File: config.mk
export PLATFORM = sky130hd
export DESIGN_NAME = sbus_frame_decoder
export DESIGN_NICKNAME = d
export VERILOG_FILES = /design/src/hw/rtl/sfd_pkg.sv /design/src/hw/rtl/sfd_ctrl.sv /design/src/hw/rtl/sfd_datapath.sv /design/src/hw/rtl/sbus_frame_decoder.sv
export SDC_FILE = /design/constraint.sdc
export NUM_CORES = 1
export LEC_CHECK = 0
export BUFFER_PORTS_ARGS = -buffer_cell sky130_fd_sc_hd__buf_2
export CAP_MARGIN = 20
export CORE_AREA = 2 2 171 173
export DETAILED_ROUTE_END_ITERATION = 10
export DIE_AREA = 0 0 173 175
export GPL_TIMING_DRIVEN = 0
export SLEW_MARGIN = 20
export SYNTH_ARGS = -nofsm -noshare
export SYNTH_HDL_FRONTEND = slang
export SYNTH_SLANG_ARGS = --single-unit
File: constraint.sdc
create_clock -name clk -period 5.75 [get_ports clk]
set_input_delay 0.575 -clock clk [delete_from_list [all_inputs] [get_ports clk]]
set_output_delay 0.575 -clock clk [all_outputs]
set_load 0.1 [all_outputs]
File: src/hw/rtl/sfd_pkg.sv
package sfd_pkg;

    localparam int FRAME_LEN     = 25;
    localparam int POS_W         = $clog2(FRAME_LEN);
    localparam int PAYLOAD_BYTES = 22;
    localparam int BITS_W        = 8 * PAYLOAD_BYTES;
    localparam int NUM_CH        = 16;
    localparam int CH_W          = 11;
    localparam int IDX_W         = $clog2(NUM_CH);

    localparam logic [POS_W-1:0] HEADER_POS = POS_W'(0);
    localparam logic [POS_W-1:0] FLAG_POS   = POS_W'(FRAME_LEN - 2);
    localparam logic [POS_W-1:0] FOOTER_POS = POS_W'(FRAME_LEN - 1);
    localparam logic [7:0]       HEADER_BYTE = 8'h0F;
    localparam logic [IDX_W-1:0] LAST_IDX    = IDX_W'(NUM_CH - 1);

    typedef enum logic [1:0] {
        LINK_OK       = 2'd0,
        LINK_LOST     = 2'd1,
        LINK_FAILSAFE = 2'd2
    } sfd_link_t;

    // controller -> datapath
    typedef struct packed {
        logic store_byte;   // input transfer: store byte, step position
        logic start_emit;   // footer of a good frame: rewind channel index
        logic advance;      // output transfer: move to the next channel
    } sfd_cmd_t;

    // datapath -> controller
    typedef struct packed {
        logic at_footer;
        logic header_ok;
        logic last_index;
    } sfd_status_t;

endpackage

File: src/hw/rtl/sfd_ctrl.sv
module sfd_ctrl (
    input  logic                clk,
    input  logic                rst_n,
    input  logic                in_valid,
    output logic                in_ready,
    output logic                out_valid,
    input  logic                out_ready,
    input  sfd_pkg::sfd_status_t status,
    output sfd_pkg::sfd_cmd_t   cmd
);
    import sfd_pkg::*;

    typedef enum logic [1:0] {
        S_IDLE = 2'b01,
        S_EMIT = 2'b10
    } state_t;

    state_t state_reg;
    state_t state_next;
    logic   in_xfer;
    logic   out_xfer;

    assign in_ready  = (state_reg == S_IDLE);
    assign out_valid = (state_reg == S_EMIT);
    assign in_xfer   = in_valid && in_ready;
    assign out_xfer  = out_valid && out_ready;

    always_comb
    begin
        state_next     = state_reg;
        cmd.store_byte = in_xfer;
        cmd.start_emit = 1'b0;
        cmd.advance    = 1'b0;
        unique case (state_reg)
            S_IDLE:
            begin
                if (in_xfer && status.at_footer && status.header_ok)
                begin
                    cmd.start_emit = 1'b1;
                    state_next     = S_EMIT;
                end
            end
            S_EMIT:
            begin
                if (out_xfer)
                begin
                    cmd.advance = 1'b1;
                    if (status.last_index)
                    begin
                        state_next = S_IDLE;
                    end
                end
            end
            default:
            begin
                state_next = S_IDLE;
            end
        endcase
    end

    always_ff @(posedge clk or negedge rst_n)
    begin
        if (!rst_n)
        begin
            state_reg <= S_IDLE;
        end
        else
        begin
            state_reg <= state_next;
        end
    end

endmodule

File: src/hw/rtl/sfd_datapath.sv
module sfd_datapath (
    input  logic                          clk,
    input  logic                          rst_n,
    input  sfd_pkg::sfd_cmd_t             cmd,
    output sfd_pkg::sfd_status_t          status,
    input  logic [7:0]                    rx_byte,
    output logic [sfd_pkg::IDX_W-1:0]     channel_index,
    output logic [sfd_pkg::CH_W-1:0]      channel_value,
    output logic                          digital_one,
    output logic                          digital_two,
    output logic [1:0]                    link_status
);
    import sfd_pkg::*;

    logic [POS_W-1:0]  pos_reg;
    logic [POS_W-1:0]  pos_next;
    logic [IDX_W-1:0]  index_reg;
    logic [IDX_W-1:0]  index_next;
    logic [7:0]        header_reg;
    logic [7:0]        header_next;
    logic [7:0]        flag_reg;
    logic [7:0]        flag_next;
    // bytes 1..22 packed LSB first; drained 11 bits per emitted channel
    logic [BITS_W-1:0] bits_reg;
    logic [BITS_W-1:0] bits_next;
    sfd_link_t         link;

    always_comb
    begin
        pos_next    = pos_reg;
        index_next  = index_reg;
        header_next = header_reg;
        flag_next   = flag_reg;
        bits_next   = bits_reg;
        if (cmd.store_byte)
        begin
            pos_next = (pos_reg == FOOTER_POS) ? '0 : pos_reg + POS_W'(1);
            if (pos_reg == HEADER_POS)
            begin
                header_next = rx_byte;
            end
            if (pos_reg == FLAG_POS)
            begin
                flag_next = rx_byte;
            end
            for (int i = 0; i < PAYLOAD_BYTES; i++)
            begin
                if (pos_reg == POS_W'(i + 1))
                begin
                    bits_next[8*i +: 8] = rx_byte;
                end
            end
        end
        if (cmd.start_emit)
        begin
            index_next = '0;
        end
        if (cmd.advance)
        begin
            index_next = index_reg + IDX_W'(1);
            bits_next  = {{CH_W{1'b0}}, bits_reg[BITS_W-1:CH_W]};
        end
    end

    always_ff @(posedge clk or negedge rst_n)
    begin
        if (!rst_n)
        begin
            pos_reg   <= '0;
            index_reg <= '0;
        end
        else
        begin
            pos_reg   <= pos_next;
            index_reg <= index_next;
        end
    end

    always_ff @(posedge clk)
    begin
        header_reg <= header_next;
        flag_reg   <= flag_next;
        bits_reg   <= bits_next;
    end

    // failsafe wins over lost
    always_comb
    begin
        if (flag_reg[3])
        begin
            link = LINK_FAILSAFE;
        end
        else if (flag_reg[2])
        begin
            link = LINK_LOST;
        end
        else
        begin
            link = LINK_OK;
        end
    end

    assign status.at_footer  = (pos_reg == FOOTER_POS);
    assign status.header_ok  = (header_reg == HEADER_BYTE);
    assign status.last_index = (index_reg == LAST_IDX);

    assign channel_index = index_reg;
    assign channel_value = bits_reg[CH_W-1:0];
    assign digital_one   = flag_reg[0];
    assign digital_two   = flag_reg[1];
    assign link_status   = link;

endmodule

File: src/hw/rtl/sbus_frame_decoder.sv
// Decoder for a 25-byte, 16-channel serial receiver frame.
// Input channel: one received byte per transfer on rx_byte (in_valid/in_ready).
// Bytes are counted modulo 25; bytes 0..23 are kept, byte 24 is the footer.
// When the footer is taken and byte 0 was 0x0F, sixteen results follow on the
// output channel (out_valid/out_ready), channel_index 0..15, last_channel set
// on the sixteenth. Each carries the 11-bit channel value, the two digital
// bits and the link status from flag byte 23. A bad header gives no results.
// The first result is valid in the cycle after the footer transfer.
// Throughput: one byte per cycle while no frame is being emitted; after a
// good footer, one result per cycle while out_ready is high, with in_ready
// low until all are taken. Emission drains a 176-bit payload shift register
// by one channel per output transfer.
// Receiver stall: a result holds on the outputs until taken; input stays
// blocked until all sixteen are delivered.
// Reset: byte position returns to 0 and no output is pending; stored frame
// bytes are not cleared (they are rewritten before the next footer).
module sbus_frame_decoder (
    input  logic                      clk,
    input  logic                      rst_n,
    input  logic                      in_valid,
    output logic                      in_ready,
    input  logic [7:0]                rx_byte,
    output logic                      out_valid,
    input  logic                      out_ready,
    output logic [sfd_pkg::IDX_W-1:0] channel_index,
    output logic [sfd_pkg::CH_W-1:0]  channel_value,
    output logic                      digital_one,
    output logic                      digital_two,
    output logic [1:0]                link_status,
    output logic                      last_channel
);
    import sfd_pkg::*;

    sfd_cmd_t    cmd;
    sfd_status_t status;

    sfd_ctrl u_ctrl (
        .clk       (clk),
        .rst_n     (rst_n),
        .in_valid  (in_valid),
        .in_ready  (in_ready),
        .out_valid (out_valid),
        .out_ready (out_ready),
        .status    (status),
        .cmd       (cmd)
    );

    sfd_datapath u_dp (
        .clk           (clk),
        .rst_n         (rst_n),
        .cmd           (cmd),
        .status        (status),
        .rx_byte       (rx_byte),
        .channel_index (channel_index),
        .channel_value (channel_value),
        .digital_one   (digital_one),
        .digital_two   (digital_two),
        .link_status   (link_status)
    );

    assign last_channel = status.last_index;

endmodule

Yosys cells after proc, flatten, opt, wreduce, memory -nomap -nowiden

Index checks and enable logic that the tools add are counted.

Register bits after elaboration: 199
Output and inout port bits: 22

$add $sub $neg: 2
Eq/ne operators: 31
Multiplexer cells: 36
Reductions and logical operators: 54

Operators with widths:

| operator              | count |
|---|---|
| $mux W165             | 2 |
| $mux W8               | 20 |
| $reduce_and A2 Y1     | 25 |
| $reduce_bool A2 Y1    | 23 |
| $eq A5 B5 Y1 const B  | 9 |
| $eq A5 B4 Y1 const B  | 8 |
| $eq A5 B3 Y1 const B  | 4 |
| $eq A5 B2 Y1 const B  | 2 |
| $mux W5               | 2 |
| $eq A8 B4 Y1 const B  | 1 |
| $mux W2               | 4 |
| $mux W4               | 2 |
| $ne A2 B2 Y1 const B  | 3 |
| $add A5 B1 Y5 const B | 1 |
| $eq A5 B1 Y1 const B  | 1 |
| $logic_not A5 Y1      | 1 |
| $mux W1               | 5 |
| $add A4 B1 Y4 const B | 1 |
| $eq A4 B4 Y1 const B  | 1 |
| $logic_and A1 B1 Y1   | 4 |
| $pmux W2 S2           | 1 |
| $reduce_and A3 Y1     | 1 |
| $eq A2 B1 Y1 const B  | 1 |
| $eq A2 B2 Y1 const B  | 1 |

Depth between registers and ports, before layout

Depth after elaboration: 8
Depth in mapped cells: 6
Mapped depth without buffers: 5

Modules after synthesis

A second synthesis with hierarchy kept.

Cells, all modules: 699
Area total of the unflattened synthesis: 8192.9 µm²

Modules (own cells, without submodules):

| module       | instances | cells an instance | area an instance (µm²) | sequential area each (µm²) |
|---|---|---|---|---|
| sfd_datapath | 1         | 688               | 8070.2                 | 5760.5 |
| sfd_ctrl     | 1         | 11                | 122.6                  | 51.3 |

Least setup slack after synthesis

No wires, ideal clock.

Path type: register to output
Start: reg u_dp.index_reg[0], in the netlist u_dp.channel_index[0]
End: out last_channel
Arrival: 2.053 ns
Required time: 5.175 ns
Setup slack: 3.122 ns
Stages on the path, launching flop included: 3
Path buffers: 0
Cell sequence: dfrtp_1 > ha_1 > and3_1

Word-level cells in the longest chain between the ends: 1

RTL lines:

| element                | RTL line                 | source |
|---|---|---|
| from (decl)            | sfd_datapath.sv:17       | `logic [IDX_W-1:0] index_reg;` |
| from (signal assigned) | sfd_datapath.sv:75       | `index_reg <= index_next;` |
| $eq A4 B4 Y1           | sfd_datapath.sv:105      | `assign status.last_index = (index_reg == LAST_IDX);` |
| to (decl)              | sbus_frame_decoder.sv:30 | `output logic last_channel` |

Every way passes these cells.

Worst setup path in the final report

Ends and elaborated chain as after synthesis.

==> reports/results.tsv <==
metric	value	unit
status	complete, no violations	
ant_nets	0	
period_share	39.6	%
vias_per_cell	4.63	
dieArea	30300	um2
place.gp.congestion	0.788	
critical_path_buf_inv_count	1	
ff2ff_path_depth	3	
netlist_area	8380	um2
period_needed	2.28	ns
cts_setup_buffers	0	
utilization	33.9	%
critPathKind	reg -> out	
htree_levels	4	
gr-usage-met1	15.5	%
holdWs	0.0128	ns
cp-end-kind	output port	
place_area	9030	um2
ys.flop_type	edfxtp_1	
ios	34	
tns	0	ns
critical-path-top-delay-family	buffers and inverters	
cp_slowest_cell	buf_2	
coreArea	28400	um2
wl_per_cell	17.0	um
largest_register_ffs	176	
grt_first_pass_wirelength	26900	um
drv_cap	0	
grt_antenna_before_repair	0	
cpPeakStageDelay	0.44	ns
rsz0062_at_grt	no	
cts_resized	0	
holdBufCountCts	0	
clock-root-buffer	clkbuf_16	
synthTopCellsByCount	edfxtp_1, a21o_1, o21ai_0, buf_6, buf_4	
fmaxAchievable	0.439	GHz
regArea	5810	um2
worstPathArrival	1.70	ns
place_hpwl	11600	um
cts_tree	built	
syn-num-nets	573	
route.detailed.drc	0	
start_util	29.5	%
hold_viol_final	0	
synthArstFlopShare	5.53	%
path_cells	ha_1, and3_1, buf_2	
relSlewSlack	37.5	%
worst-path-max-fanout	5	
yosysMostFrequentCell	edfxtp_1	
fillers	2785	
p_total	3.31	mW
ir_worst_vdd	159	uV
grt_max_degree	17	
reg2reg_from	u_ctrl.state_reg[0]$_DFFE_PN1P_	
dr.pass1.iters	4	
fin_worst_skew	0.00852	ns
multiInputGateArea	2060	um2
setup_violations	0	
reg2reg_to	u_dp.bits_reg[7]$_DFFE_PP_	
use_met3	2.55	%
syn_inst	555	
final_layout_size_suffix_gt1_share	20.6	%
power_density	344	nW/um2
cts_buffers	17	
cts_sinks	199	
grt_busiest_layer	met2	
syn_avg_cell_area	15.1	um2
die_h	175	um
die_w	173	um
nets	627	
rows	62	
ys_seq_elements	199	
use_met2	19.0	%
ys_seq_area_share	69.4	%
cp_data_required_time	5.18	ns
yosysUniqueCellTypes	40	
worstSetupStartpointType	flip-flop	
yosysWarnings	0	
grt_use_total	11.7	%
leakagePower	4.11	nW
clkSlewWorstSetupHoldPaths	0.07	ns
syn_to_final_growth	14.8	%
worstSkewPairLatency	0.44	ns
startpoint	u_dp.channel_index[0]$_DFFE_PN0P_	
port_buffers	33	
overflow	0	
hp-class	in -> async	
final_max_slew_viol_count	0	
wl	17100	um
vias	4662	
tightest_slew	0.931	ns
final_cell_area	9620	um2
antenna_cells	0	
synth_top_cell_by_area	edfxtp_1	
synth_edf_count	177	
synth_top_area_share	63.4	%
drt_iter0_markers	317	
synth_area_leaders	edfxtp_1, a21o_1, buf_6	
grt_pass1_vias	4668	
cts_max_path_buffers	2	
reg2reg_slack	3.57	ns
## routing by layer
| metal | vias to the layer above | part of all wire, % | wire [um] |
|---|---|---|---|
| li1 | 2180 | - | - |
| met4 | 0 | 1.7 | 284 |
| met5 | - | 0 | 0 |
| met1 | 2382 | 47 | 8000 |
| met3 | 17 | 3.1 | 536 |
| met2 | 83 | 48 | 8250 |
## worst max path at each step
stage	end	cells after the start
2_1_floorplan	last_channel	2
3_3_place_gp	u_dp.bits_reg[7]$_DFFE_PP_	4
3_5_place_dp	u_dp.bits_reg[73]$_DFFE_PP_	4
4_1_cts	u_dp.bits_reg[74]$_DFFE_PP_	3
5_1_grt	u_dp.bits_reg[102]$_DFFE_PP_	5
6_report	last_channel	3
## final cells by class
class | count | area share [%]
clock inverters | 8 | 1.00
inverters | 4 | 0.156
plain buffers | 58 | 5.10
well taps | 384 | 4.99
multi-input cells | 294 | 21.4
clock buffers | 24 | 5.11
repair buffers | 35 | 1.82
flip-flops and latches | 199 | 60.4
## stage by stage
stage	setup WS, ns	cells
floorplan	3.12	555
global placement	3.10	972
detailed placement	3.26	973
CTS	3.35	1005
global route	3.33	1006
finish	3.47	1006
## kinds of logic (layout without fill, tap and decap cells)
group           Yosys count  after routing  share of synthesized area [%]
compound gates          221            221                           18.4
xor+xnor                  1              1                          0.105
flops                   199            199                           69.4
fa+ha+maj                 6              6                          0.896
simple gates             66             66                           5.21
buf+inv                  62            129                           6.03
## where the power goes
group	internal [mW]	total (mW)	switching, mW
combinational	0.117	0.354	0.237
sequential	1.70	1.75	0.0486
clock	0.687	1.21	0.519
## cells in the final DEF, fill, tap and decap left out, types with 3 or more instances in the layout
| cell type | instances |
|---|---|
| dfrtp_1 | 10 |
| clkbuf_1 | 7 |
| buf_4 | 20 |
| dfxtp_1 | 11 |
| o21ai_0 | 18 |
| edfxtp_1 | 177 |
| nor2b_1 | 5 |
| clkbuf_16 | 17 |
| buf_2 | 42 |
| a21o_1 | 171 |
| inv_1 | 4 |
| a21oi_1 | 13 |
| buf_6 | 25 |
| and2_1 | 3 |
| clkinv_2 | 3 |
| ha_1 | 6 |
| nand3_1 | 14 |
| o21ai_1 | 14 |
| clkbuf_8 | 4 |
| nand2_1 | 15 |
| nand4b_1 | 3 |
| and2_4 | 6 |
Note: power is estimated with default switching activity, not from simulation.
